<file path="config.mk">
export PLATFORM = sky130hd
export DESIGN_NAME = infix_to_postfix_converter
export DESIGN_NICKNAME = d
export VERILOG_FILES = /design/src/hw/rtl/itp_pkg.sv /design/src/hw/rtl/infix_to_postfix_converter.sv /design/src/hw/rtl/itp_front.sv /design/src/hw/rtl/itp_queue.sv /design/src/hw/rtl/itp_back.sv
export VERILOG_INCLUDE_DIRS = /design/src /design/src/hw/rtl
export SDC_FILE = /design/constraint.sdc
export NUM_CORES = 1
export LEC_CHECK = 0
export ABC_CLOCK_PERIOD_IN_PS = 15600
export BUFFER_PORTS_ARGS = -buffer_cell sky130_fd_sc_hd__clkbuf_2
export CAP_MARGIN = 25
export CELL_PAD_IN_SITES_DETAIL_PLACEMENT = 0
export CELL_PAD_IN_SITES_GLOBAL_PLACEMENT = 1
export CORE_UTILIZATION = 54
export DETAILED_ROUTE_END_ITERATION = 8
export PLACE_DENSITY = 0.77
export SYNTH_ARGS = -nofsm -noshare
export SYNTH_HDL_FRONTEND = slang
export SYNTH_SLANG_ARGS = --single-unit
</file>
<file path="constraint.sdc">
create_clock -name clk_i -period 15.6 [get_ports clk_i]
set_input_delay 0.78 -clock clk_i [delete_from_list [all_inputs] [get_ports clk_i]]
set_output_delay 0.78 -clock clk_i [all_outputs]
set_load 0.05 [all_outputs]
</file>
<file path="src/hw/rtl/assert_macros.svh">
// Assertion helpers for the RTL; itp_back.sv includes them.
`ifndef ASSERT_MACROS_SVH
`define ASSERT_MACROS_SVH

// The consequent must hold in the same cycle as the antecedent.
`define ASSERT_IMPL(label, clk, rst_n, ante, cons) \
  label: assert property (@(posedge clk) disable iff (!(rst_n)) (ante) |-> (cons)) \
    else $error("assertion failed");

// The consequent must hold in the cycle after the antecedent.
`define ASSERT_NEXT(label, clk, rst_n, ante, cons) \
  label: assert property (@(posedge clk) disable iff (!(rst_n)) (ante) |=> (cons)) \
    else $error("assertion failed");

`endif

</file>
<file path="src/hw/rtl/itp_pkg.sv">
package itp_pkg;

  localparam logic [7:0] CH_NUL   = 8'h00;
  localparam logic [7:0] CH_TAB   = 8'h09;
  localparam logic [7:0] CH_SPACE = 8'h20;
  localparam logic [7:0] CH_AND   = 8'h26;
  localparam logic [7:0] CH_OPEN  = 8'h28;
  localparam logic [7:0] CH_CLOSE = 8'h29;
  localparam logic [7:0] CH_MINUS = 8'h2D;
  localparam logic [7:0] CH_IMPL  = 8'h3E;
  localparam logic [7:0] CH_L     = 8'h4C;
  localparam logic [7:0] CH_M     = 8'h4D;
  localparam logic [7:0] CH_OR    = 8'h7C;

  localparam logic [1:0] PREC_NONE = 2'd0;
  localparam logic [1:0] PREC_LOW  = 2'd2;
  localparam logic [1:0] PREC_HIGH = 2'd3;

  localparam int unsigned QUEUE_DEPTH = 2;
  localparam int unsigned QUEUE_AW    = $clog2(QUEUE_DEPTH);
  localparam int unsigned QUEUE_CW    = $clog2(QUEUE_DEPTH + 1);

  typedef enum logic [2:0] {
    CMD_CHAR,
    CMD_OPEN,
    CMD_CLOSE,
    CMD_OPER,
    CMD_END
  } cmd_kind_e;

  typedef enum logic [1:0] {
    ERR_NONE,
    ERR_OVERFLOW,
    ERR_UNMATCHED
  } err_e;

  typedef struct packed {
    cmd_kind_e  kind;
    logic [7:0] ch;
    logic [1:0] prec;
  } cmd_t;

  function automatic logic [1:0] prec_of(input logic [7:0] ch);
    logic [1:0] p;
    case (ch)
      CH_AND, CH_OR, CH_IMPL: p = PREC_LOW;
      CH_MINUS, CH_M, CH_L:   p = PREC_HIGH;
      default:                p = PREC_NONE;
    endcase
    return p;
  endfunction

endpackage

</file>
<file path="src/hw/rtl/infix_to_postfix_converter.sv">
// Channel  Direction  Handshake                  Payload
// in       input      in_valid_i / in_stall_o    op_i, in_char_i
// out      output     out_valid_o / out_stall_i  out_char_o, last_o, error_o
//
// The execution unit handles each result, each push and each quietly discarded
// '(' as a step of its own.
// Whitespace is dropped at the front and costs only its transfer.
// An item's first result passes through the command queue and the output register.
// Reset clears the stack count, the command queue and the output valid flag.
// A stalled output holds the execution unit whenever it has a result to give, and the full queue then stalls the input.
module infix_to_postfix_converter #(
  parameter int unsigned STACK_DEPTH = 32
) (
  input  logic       clk_i,
  input  logic       rst_ni,
  input  logic       in_valid_i,
  output logic       in_stall_o,
  input  logic       op_i,
  input  logic [7:0] in_char_i,
  output logic       out_valid_o,
  input  logic       out_stall_i,
  output logic [7:0] out_char_o,
  output logic       last_o,
  output logic [1:0] error_o
);

  logic          q_push;
  logic          q_full;
  logic          q_valid;
  logic          q_pop;
  itp_pkg::cmd_t q_wdata;
  itp_pkg::cmd_t q_rdata;

  itp_front u_front (
    .in_valid_i (in_valid_i),
    .in_stall_o (in_stall_o),
    .op_i       (op_i),
    .in_char_i  (in_char_i),
    .q_full_i   (q_full),
    .q_push_o   (q_push),
    .q_data_o   (q_wdata)
  );

  itp_queue u_queue (
    .clk_i   (clk_i),
    .rst_ni  (rst_ni),
    .push_i  (q_push),
    .data_i  (q_wdata),
    .full_o  (q_full),
    .valid_o (q_valid),
    .data_o  (q_rdata),
    .pop_i   (q_pop)
  );

  itp_back #(
    .STACK_DEPTH (STACK_DEPTH)
  ) u_back (
    .clk_i       (clk_i),
    .rst_ni      (rst_ni),
    .cmd_valid_i (q_valid),
    .cmd_i       (q_rdata),
    .cmd_pop_o   (q_pop),
    .out_valid_o (out_valid_o),
    .out_stall_i (out_stall_i),
    .out_char_o  (out_char_o),
    .last_o      (last_o),
    .error_o     (error_o)
  );

endmodule

</file>
<file path="src/hw/rtl/itp_front.sv">
module itp_front (
  input  logic            in_valid_i,
  output logic            in_stall_o,
  input  logic            op_i,
  input  logic [7:0]      in_char_i,
  input  logic            q_full_i,
  output logic            q_push_o,
  output itp_pkg::cmd_t   q_data_o
);

  logic       accept;
  logic       blank;
  logic [1:0] prec;

  assign in_stall_o = q_full_i;
  assign accept     = in_valid_i && !q_full_i;
  assign prec       = itp_pkg::prec_of(in_char_i);
  assign blank      = !op_i && ((in_char_i == itp_pkg::CH_TAB) ||
                                (in_char_i == itp_pkg::CH_SPACE));
  assign q_push_o   = accept && !blank;

  always_comb begin
    q_data_o.ch   = in_char_i;
    q_data_o.prec = prec;
    if (op_i) begin
      q_data_o.kind = itp_pkg::CMD_END;
    end else if (in_char_i == itp_pkg::CH_OPEN) begin
      q_data_o.kind = itp_pkg::CMD_OPEN;
    end else if (in_char_i == itp_pkg::CH_CLOSE) begin
      q_data_o.kind = itp_pkg::CMD_CLOSE;
    end else if (prec != itp_pkg::PREC_NONE) begin
      q_data_o.kind = itp_pkg::CMD_OPER;
    end else begin
      q_data_o.kind = itp_pkg::CMD_CHAR;
    end
  end

endmodule

</file>
<file path="src/hw/rtl/itp_queue.sv">
module itp_queue (
  input  logic          clk_i,
  input  logic          rst_ni,
  input  logic          push_i,
  input  itp_pkg::cmd_t data_i,
  output logic          full_o,
  output logic          valid_o,
  output itp_pkg::cmd_t data_o,
  input  logic          pop_i
);

  localparam int unsigned AW = itp_pkg::QUEUE_AW;
  localparam int unsigned CW = itp_pkg::QUEUE_CW;

  itp_pkg::cmd_t entry_q [itp_pkg::QUEUE_DEPTH];
  logic [AW-1:0] wr_ptr_q, wr_ptr_d;
  logic [AW-1:0] rd_ptr_q, rd_ptr_d;
  logic [CW-1:0] cnt_q, cnt_d;
  logic          do_push, do_pop;

  assign full_o  = (cnt_q == CW'(itp_pkg::QUEUE_DEPTH));
  assign valid_o = (cnt_q != '0);
  assign data_o  = entry_q[rd_ptr_q];
  assign do_push = push_i && !full_o;
  assign do_pop  = pop_i && valid_o;

  always_comb begin
    wr_ptr_d = do_push ? wr_ptr_q + AW'(1) : wr_ptr_q;
    rd_ptr_d = do_pop ? rd_ptr_q + AW'(1) : rd_ptr_q;
    cnt_d    = cnt_q;
    if (do_push && !do_pop) begin
      cnt_d = cnt_q + CW'(1);
    end else if (do_pop && !do_push) begin
      cnt_d = cnt_q - CW'(1);
    end
  end

  always_ff @(posedge clk_i or negedge rst_ni) begin
    if (!rst_ni) begin
      wr_ptr_q <= '0;
      rd_ptr_q <= '0;
      cnt_q    <= '0;
    end else begin
      wr_ptr_q <= wr_ptr_d;
      rd_ptr_q <= rd_ptr_d;
      cnt_q    <= cnt_d;
    end
  end

  always_ff @(posedge clk_i) begin
    if (do_push) begin
      entry_q[wr_ptr_q] <= data_i;
    end
  end

endmodule

</file>
<file path="src/hw/rtl/itp_back.sv">
`include "assert_macros.svh"

module itp_back #(
  parameter int unsigned STACK_DEPTH = 32
) (
  input  logic          clk_i,
  input  logic          rst_ni,
  input  logic          cmd_valid_i,
  input  itp_pkg::cmd_t cmd_i,
  output logic          cmd_pop_o,
  output logic          out_valid_o,
  input  logic          out_stall_i,
  output logic [7:0]    out_char_o,
  output logic          last_o,
  output logic [1:0]    error_o
);

  localparam int unsigned AW = (STACK_DEPTH > 1) ? $clog2(STACK_DEPTH) : 1;
  localparam int unsigned CW = $clog2(STACK_DEPTH + 1);

  logic [7:0]    mem_q [STACK_DEPTH];
  logic [7:0]    sec_q;
  logic [7:0]    top_q, top_d;
  logic [CW-1:0] cnt_q, cnt_d;
  logic [CW-1:0] rd_cnt;
  logic [AW-1:0] rd_addr;
  logic [AW-1:0] wr_addr;
  logic          push_en;
  logic          want_push;
  logic          out_free;
  logic          stack_empty, stack_full, one_left;
  logic [1:0]    top_prec, sec_prec;

  logic            res_load;
  logic [7:0]      res_char;
  logic            res_last;
  itp_pkg::err_e   res_err;

  logic            out_valid_q;
  logic [7:0]      out_char_q;
  logic            last_q;
  itp_pkg::err_e   error_q;

  logic            err_out;
  logic            err_shape;

  assign out_free    = !out_valid_q || !out_stall_i;
  assign stack_empty = (cnt_q == '0);
  assign stack_full  = (cnt_q == CW'(STACK_DEPTH));
  assign one_left    = (cnt_q == CW'(1));
  assign top_prec    = itp_pkg::prec_of(top_q);
  assign sec_prec    = itp_pkg::prec_of(sec_q);

  always_comb begin
    cnt_d     = cnt_q;
    top_d     = top_q;
    push_en   = 1'b0;
    want_push = 1'b0;
    cmd_pop_o = 1'b0;
    res_load  = 1'b0;
    res_char  = itp_pkg::CH_NUL;
    res_last  = 1'b0;
    res_err   = itp_pkg::ERR_NONE;
    if (cmd_valid_i) begin
      case (cmd_i.kind)
        itp_pkg::CMD_CHAR: begin
          if (out_free) begin
            res_load  = 1'b1;
            res_char  = cmd_i.ch;
            res_last  = 1'b1;
            cmd_pop_o = 1'b1;
          end
        end
        itp_pkg::CMD_OPEN: begin
          want_push = 1'b1;
        end
        itp_pkg::CMD_OPER: begin
          if (!stack_empty && (top_prec >= cmd_i.prec)) begin
            if (out_free) begin
              res_load = 1'b1;
              res_char = top_q;
              res_last = one_left || (sec_prec < cmd_i.prec);
              cnt_d    = cnt_q - CW'(1);
              top_d    = sec_q;
            end
          end else begin
            want_push = 1'b1;
          end
        end
        itp_pkg::CMD_CLOSE: begin
          if (stack_empty) begin
            if (out_free) begin
              res_load  = 1'b1;
              res_last  = 1'b1;
              res_err   = itp_pkg::ERR_UNMATCHED;
              cmd_pop_o = 1'b1;
            end
          end else if (top_q == itp_pkg::CH_OPEN) begin
            cnt_d     = cnt_q - CW'(1);
            top_d     = sec_q;
            cmd_pop_o = 1'b1;
          end else if (out_free) begin
            res_load = 1'b1;
            res_char = top_q;
            res_last = !one_left && (sec_q == itp_pkg::CH_OPEN);
            cnt_d    = cnt_q - CW'(1);
            top_d    = sec_q;
          end
        end
        itp_pkg::CMD_END: begin
          if (out_free) begin
            res_load = 1'b1;
            if (!stack_empty) begin
              res_char = top_q;
              cnt_d    = cnt_q - CW'(1);
              top_d    = sec_q;
            end else begin
              res_last  = 1'b1;
              cmd_pop_o = 1'b1;
            end
          end
        end
        default: begin
          cmd_pop_o = 1'b1;
        end
      endcase
      if (want_push) begin
        if (stack_full) begin
          if (out_free) begin
            res_load  = 1'b1;
            res_last  = 1'b1;
            res_err   = itp_pkg::ERR_OVERFLOW;
            cnt_d     = '0;
            cmd_pop_o = 1'b1;
          end
        end else begin
          push_en   = 1'b1;
          cnt_d     = cnt_q + CW'(1);
          top_d     = cmd_i.ch;
          cmd_pop_o = 1'b1;
        end
      end
    end
  end

  assign rd_cnt  = cnt_d - CW'(2);
  assign rd_addr = rd_cnt[AW-1:0];
  assign wr_addr = cnt_q[AW-1:0];

  always_ff @(posedge clk_i) begin
    if (push_en) begin
      mem_q[wr_addr] <= cmd_i.ch;
    end
    sec_q <= mem_q[rd_addr];
    top_q <= top_d;
  end

  always_ff @(posedge clk_i or negedge rst_ni) begin
    if (!rst_ni) begin
      cnt_q       <= '0;
      out_valid_q <= 1'b0;
    end else begin
      cnt_q <= cnt_d;
      if (res_load) begin
        out_valid_q <= 1'b1;
      end else if (!out_stall_i) begin
        out_valid_q <= 1'b0;
      end
    end
  end

  always_ff @(posedge clk_i) begin
    if (res_load) begin
      out_char_q <= res_char;
      last_q     <= res_last;
      error_q    <= res_err;
    end
  end

  assign out_valid_o = out_valid_q;
  assign out_char_o  = out_char_q;
  assign last_o      = last_q;
  assign error_o     = error_q;

  assign err_out   = out_valid_q && (error_q != itp_pkg::ERR_NONE);
  assign err_shape = last_q && (out_char_q == itp_pkg::CH_NUL);

  `ASSERT_IMPL(a_cnt_bound, clk_i, rst_ni, 1'b1, cnt_q <= CW'(STACK_DEPTH))
  `ASSERT_IMPL(a_err_shape, clk_i, rst_ni, err_out, err_shape)
  `ASSERT_NEXT(a_err_clears, clk_i, rst_ni, res_load && (res_err != itp_pkg::ERR_NONE), cnt_q == '0)

endmodule

</file>
Word level (Yosys, flattened, before mapping)
Memories as Yosys holds them, arrays and structs flattened. A register that Yosys moved wholly into a read port is not among the register bits.
Index checks and enable logic that the tools add are counted.
- eq/ne operators: 32
- reduce and logical (&&, ||, !) cells: 34
- order comparisons: 2
- add/sub/neg operators: 7
- muxes and demuxes: 82
- operators with widths (operator ; count):
    2-to-1 mux 8 bit ; 15
    == test 8 x 6 -> 1 bit (second input constant) ; 14
    == test 8 x 7 -> 1 bit (second input constant) ; 9
    2-to-1 mux 6 bit ; 10
    2-to-1 mux 1 bit ; 35
    case mux 8 bit (4 select lines) ; 1
    case mux 8 bit (3 select lines) ; 1
    2-to-1 mux 2 bit ; 9
    case mux 6 bit (3 select lines) ; 1
    OR reduction 3 bit ; 6
    case mux 2 bit (2 select lines) ; 3
    logical AND 1 bit ; 9
    zero test 1 bit ; 9
    2-to-1 mux 3 bit ; 3
    == test 8 x 4 -> 1 bit (second input constant) ; 1
    case mux 1 bit (4 select lines) ; 2
    adder 6 x 1 -> 6 bit (second input constant) ; 1
    == test 3 x 2 -> 1 bit (second input constant) ; 2
    == test 6 x 1 -> 1 bit (second input constant) ; 1
    == test 6 bit (second input constant) ; 1
    zero test 6 bit ; 1
    nonzero test 2 bit ; 3
    subtractor 6 x 1 -> 6 bit (second input constant) ; 1
    subtractor 5 x 2 -> 5 bit (second input constant) ; 1
    other kinds (14) ; 18
- output and inout port bits: 13
- memory bits (writable): 282
- logic and storage cells: 168
- memories kept: 2
- register bits after elaboration: 30
- input port bits: 13
- memories (memory ; words ; width ; rd ports ; clocked after Yosys merged registers in ; write ports ; line ; RTL):
    u_back.mem_q ; 32 ; 8 ; 1 ; 1 ; 1 ; itp_back.sv:21 ; logic [7:0] mem_q [STACK_DEPTH];
    u_queue.entry_q ; 2 ; 13 ; 1 ; 0 ; 1 ; itp_queue.sv:15 ; itp_pkg::cmd_t entry_q [itp_pkg::QUEUE_DEPTH];

Logic depth before layout (Yosys ltp)
- depth in word-level cells: 14
- gate-level depth with buffers: 22
- mapped depth without buffers: 17

Hierarchy
A second synthesis with hierarchy kept.
- cells, all modules: 1124
- area, all modules: 14316.2 µm²
- modules (own cells, without submodules) (module ; cells each ; instances ; sequential area each (µm²) ; area an instance (µm²)):
    itp_back ; 1030 ; 1 ; 8593.2 ; 12938.7
    itp_queue ; 59 ; 1 ; 880.8 ; 1141.1
    itp_front ; 35 ; 1 ; 0.0 ; 236.5

Worst setup path after synthesis
Ideal clock, no wire load.
- kind: reg-to-reg
- start point: register u_queue.rd_ptr_q
- end point: register u_back.sec_q[3] (read register of u_back.mem_q)
- data arrival time: 5143 ps
- slack: 10336 ps
- stages on the path, launching flop included: 23
- required time: 15479 ps
- library setup time: 121 ps
- period minus slack after synthesis: 5264 ps
- buffers on the path: 8
- cells stage by stage: dfrtp_1 buf_2 buf_4 buf_1 mux2i_1 ha_1 a21oi_2 or3_1 nor2_1 nor2b_1 buf_2 and2_1 o22ai_1 buf_4 buf_4 inv_2 ha_1 buf_1 clkbuf_1 mux4_2 mux2i_1 mux2i_1 mux2_2
- longest elaborated chain between the ends: 10
- elaborated cells on any way between the ends: 17
- those cells by class: 1 x add/sub; 1 x order compare; 4 x eq/ne; 9 x mux; 1 x reduce/logical; 1 x memory
- RTL lines (what ; line ; RTL):
    start: declaration ; itp_queue.sv:17 ; logic [AW-1:0] rd_ptr_q, rd_ptr_d;
    start signal: assignment ; itp_queue.sv:45 ; rd_ptr_q <= rd_ptr_d;
    memory read (2 x 13 bit) * ; n/a ;
    greater-or-equal comparator 2 bit ; itp_back.sv:78 ; if (!stack_empty && (top_prec >= cmd_i.prec)) begin
    logical AND 1 bit ; itp_back.sv:78 ;
    2-to-1 mux 6 bit ; itp_back.sv:78 ;
    case mux 6 bit (3 select lines) ; itp_back.sv:65 ; case (cmd_i.kind)
    2-to-1 mux 6 bit ; itp_back.sv:129 ; if (out_free) begin
    2-to-1 mux 6 bit ; itp_back.sv:128 ; if (stack_full) begin
    2-to-1 mux 6 bit * ; itp_back.sv:127 ; if (want_push) begin
    2-to-1 mux 6 bit * ; itp_back.sv:64 ; if (cmd_valid_i) begin
    named net u_back.cnt_d[1] ; itp_back.sv:24 ; logic [CW-1:0] cnt_q, cnt_d;
    subtractor 5 x 2 -> 5 bit * ; itp_back.sv:146 ; assign rd_cnt = cnt_d - CW'(2);
    end: declaration ; itp_back.sv:22 ; logic [7:0] sec_q;
Mark *: on every way through the listed nets, which the timed path passes. The rest lies on a longest branch. The select of a mux whose other input is x is not followed.
A chain may end at the register's enable or synchronous reset.

Worst setup path after layout
- start point: register u_queue.rd_ptr_q
- end point: register u_back.sec_q[3] (read register of u_back.mem_q)
- longest elaborated chain between the ends: 10
- elaborated cells on any way between the ends: 17
- those cells by class: 1 x add/sub; 1 x order compare; 4 x eq/ne; 9 x mux; 1 x reduce/logical; 1 x memory
- RTL lines (what ; line):
    memory read (2 x 13 bit) * ; n/a
    greater-or-equal comparator 2 bit ; itp_back.sv:78
    logical AND 1 bit ; itp_back.sv:78
    2-to-1 mux 6 bit ; itp_back.sv:78
    case mux 6 bit (3 select lines) ; itp_back.sv:65
    2-to-1 mux 6 bit ; itp_back.sv:129
    2-to-1 mux 6 bit ; itp_back.sv:128
    2-to-1 mux 6 bit * ; itp_back.sv:127
    2-to-1 mux 6 bit * ; itp_back.sv:64
    subtractor 5 x 2 -> 5 bit * ; itp_back.sv:146
Mark *: on every way between the ends. The rest lies on a longest branch, timed or not. The select of a mux whose other input is x is not followed.

==> qor.csv <==
stage,metric,value,unit
timing,final setup violation count,0,
routing,vias per cell,6.08,
floorplanning,area of the core,0.0252,mm²
worst_setup_path,startpoint types,flip-flop,
clock_network,H-tree Lvls,2,
routing,DR iter-0 viols,647,
placed_design,RePlAce Congestion,0.870,
worst_setup_path,crit-path cells,"mux2_2, ha_1, nand2b_1, a21oi_2, o2111ai_1, nand2_1, o21ai_0, o21ai_0, o22ai_2, buf_4, inv_2, ha_2, buf_4, mux4_2, mux2i_1, mux2i_1, mux2_2",
placed_design,hpwl dp,19500,µm
worst_setup_path,Crit-path slowest cell,dfrtp_1,
routing,final wirelength,29800,µm
logic_synthesis,Avg Inst Size Synth,16.5,µm²
clock_network,clk slew on worst S/H paths,0.06,ns
routing,vias,7478,
timing,final worst path period need,6.50,ns
grt,All-Layer GR Usage,23.5,%
logic_synthesis,number of synthesized flops with an enable pin,301,
worst_setup_path,crit path DAT,6.91,ns
logic_synthesis,Post-synth top flop,edfxtp_1,
clock_network,CTS tree,yes,
cells_and_area,ANT cells,0,
floorplanning,Die Width,162,µm
routing,DRC violations left,0,
timing,Setup Total Neg Slack,0,ns
cells_and_area,layout cells sized above 1,18.4,%
cells_and_area,Sequential Area,0.00947,mm²
clock_network,CTS Buf Count,34,
logic_synthesis,sequential share of the synthesized area,68.2,%
clock_network,Clock Path Buffers,3,
floorplanning,die footprint,0.0264,mm²
routing,antenna-violating nets left,0,
floorplanning,Rows,58,
timing,Max Slew Vio Count,0,
clock_network,post-CTS setup buffer count,0,
grt,first-pass GRT wire length,45400,µm
timing,max_slew headroom,34.5,%
routing,routed len/inst,24.3,µm
worst_setup_path,Max stage delay on crit path,0.94,ns
cells_and_area,area of the multi-input gates,0.00417,mm²
timing,period utilization,41.7,%
logic_synthesis,main area contributors after synthesis,"edfxtp_1, mux4_2, mux2i_1, nor2_1, dfrtp_1",
cells_and_area,P&R area growth vs syn,11.0,%
logic_synthesis,Yosys top cell area share,65.0,%
placed_design,IO buf count,25,
floorplanning,Die Ht,162,µm
logic_synthesis,YS warnings,0,
logic_synthesis,register bit total from synthesis,320,
clock_network,CTS Sinks,320,
timing,Achievable Freq,154,MHz
floorplanning,I/O pins,26,
worst_setup_path,WP data required,16.00,ns
worst_setup_path,worst-path maximum fanout,26,
logic_synthesis,Mapped Nets,863,
clock_network,Post-CTS Resized,0,
timing,Tightest Pin Transition,0.983,ns
grt,antenna violations before repair,0,
clock_network,Root Driver,clkbuf_16,
grt,Overflow after GRT,0,
logic_synthesis,Mapped Cells,841,
logic_synthesis,mapped cell area,0.0139,mm²
clock_network,worst skew pair latency,0.52,ns
logic_synthesis,asr flop ratio synth,3.44,%
timing,RSZ-0062 raised after global routing,false,
logic_synthesis,post-synth cell types,70,
cells_and_area,# fillers,1840,
run_status,status,"finished, final reports clean",
grt,largest net degree at the start of global routing,66,
routing,first-pass iteration count of the detailed router,5,
clock_network,hold-fix buffers at CTS,0,
logic_synthesis,largest area contributor in the netlist,edfxtp_1,
flow_run,max cap viols,0,
worst_setup_path,Worst Setup End Kind,flip-flop,
min_path,Hold Crit Class,primary input to async pin,
timing,"Hold Vio Cnt, Final",0,
cells_and_area,nets,896,
timing,Final Skew,0.0158,ns
worst_setup_path,critical path class,flip-flop to flip-flop,
grt,vias in the first global route,7514,
floorplanning,initial core utilization,55.2,%
==> cell usage in the layout, fill, tap and decap left out, types with 5 or more instances in the layout <==
cell type,instances
nand2b_1,5
dfxtp_1,8
dfrtp_1,11
nor2b_1,7
nor3_1,11
o21ai_0,16
a21oi_1,21
mux4_2,48
nand2_1,30
mux2i_1,105
clkbuf_16,34
nor2_1,81
inv_1,15
a31oi_1,5
clkbuf_1,10
edfxtp_1,301
ha_1,8
clkinv_2,7
and2_1,5
mux2_2,17
nor4b_1,6
nand3_1,9
buf_4,7
xnor2_1,6
a22oi_1,10
clkbuf_2,25
or3_1,6
==> metrics by stage <==
| step | setup slack, ns | std cells | hold WS [ns] | utilization (%) | area [µm²] |
|---|---|---|---|---|---|
| final | 9.10 | 1229 | 0.151 | 61.2 | 15400 |
| after global routing | 8.71 | 1229 | 0.158 | 61.2 | 15400 |
| after CTS | 8.63 | 1226 | 0.140 | 61.1 | 15400 |
| after detailed placement | 8.62 | 1165 | 0.474 | 56.8 | 14300 |
| after global placement | 8.80 | 1164 | 0.475 | 56.7 | 14300 |
| after floorplan | 10.34 | 841 | 0.455 | - | 13900 |
==> critical path: cells and delay by family (launching register included) <==
kind | cells | cell delay, ns
buffers and inverters | 3 | 1.11
multiplexers | 5 | 1.62
AND/OR/NAND/NOR | 2 | 0.42
AO/OA/AOI/OAI | 5 | 1.20
adder cells (fa/ha/maj) | 2 | 1.07
flip-flops | 1 | 0.94
==> cells in the mapped netlist, drive strengths merged, types with 2 or more instances <==
cell,number
edfxtp,301
mux2i,105
nor2,81
mux4,48
nand2,30
a21oi,23
buf,23
o21ai,18
mux2,17
inv,16
clkbuf,14
nor3,12
dfrtp,11
a22oi,10
ha,9
nand3,9
dfxtp,8
nor2b,7
nor4b,7
xnor2,7
or3,6
a31oi,5
and2,5
nand2b,5
o22ai,4
xor2,4
a211oi,3
a32oi,3
a41oi,3
and3,3
nand4,3
o2111ai,3
o31ai,3
a21boi,2
nand3b,2
nand4b,2
nor3b,2
nor4,2
o211ai,2
o311ai,2
o32a,2
o32ai,2
or3b,2
==> cells by family after synthesis <==
family,share of synthesized area [%]
xor gates and xnor gates,0.801
buffers and inverters,2.12
AOI/OAI and AO/OA,4.84
muxes,16.7
DFF,68.2
adders and majority gates,0.810
and+or+nand+nor,6.53
==> final timing paths <==
check / from / slack [ns] / cells past startpoint / to
max: u_queue.rd_ptr_q / 9.10 / 17 / u_back.sec_q[3]
min: rst_ni / 0.15 / 1 / u_queue.cnt_q[0]
max reg2reg: u_queue.rd_ptr_q / 9.10 / 17 / u_back.sec_q[3]
min reg2reg: u_queue.wr_ptr_q / 0.49 / 1 / u_queue.wr_ptr_q
max in group asynchronous: rst_ni / 15.21 / 1 / u_back.out_valid_o
min in group clk_i: u_queue.wr_ptr_q / 0.49 / 1 / u_queue.wr_ptr_q
==> cell type report <==
cell class                 instances  share of cell area [%]
timing repair buffer              34                    1.51
clock buffer                      44                    5.76
inverter                          16                   0.389
multi-input combinational        468                    27.0
sequential                       320                    61.4
clock inverter                    17                    1.22
tap                              330                    2.68
==> flip-flops by register name (all words and copies together) (netlist names) <==
| register | count |
|---|---|
| u_back.mem_q | 256 |
| u_back.out_char_o | 8 |
| u_back.cnt_q | 6 |
| u_back.out_valid_o | 1 |
| u_back.sec_q | 8 |
| u_back.last_o | 1 |
| u_queue.wr_ptr_q | 1 |
| u_queue.cnt_q | 2 |
| u_queue.rd_ptr_q | 1 |
| u_back.top_q | 8 |
| u_back.error_o | 2 |
| u_queue.entry_q | 26 |
==> per-layer routing <==
metal,global-route usage [%],up-vias,part of all wire (%)
met2,37.4,227,48
met1,32.7,3785,44
li1,-,3408,-
met3,4.63,58,5.4
met4,8.10,0,3.1
met5,0,-,0
Power is not shown: default switching activity piles up to over one toggle a cycle in this logic, so the estimate is an artifact.
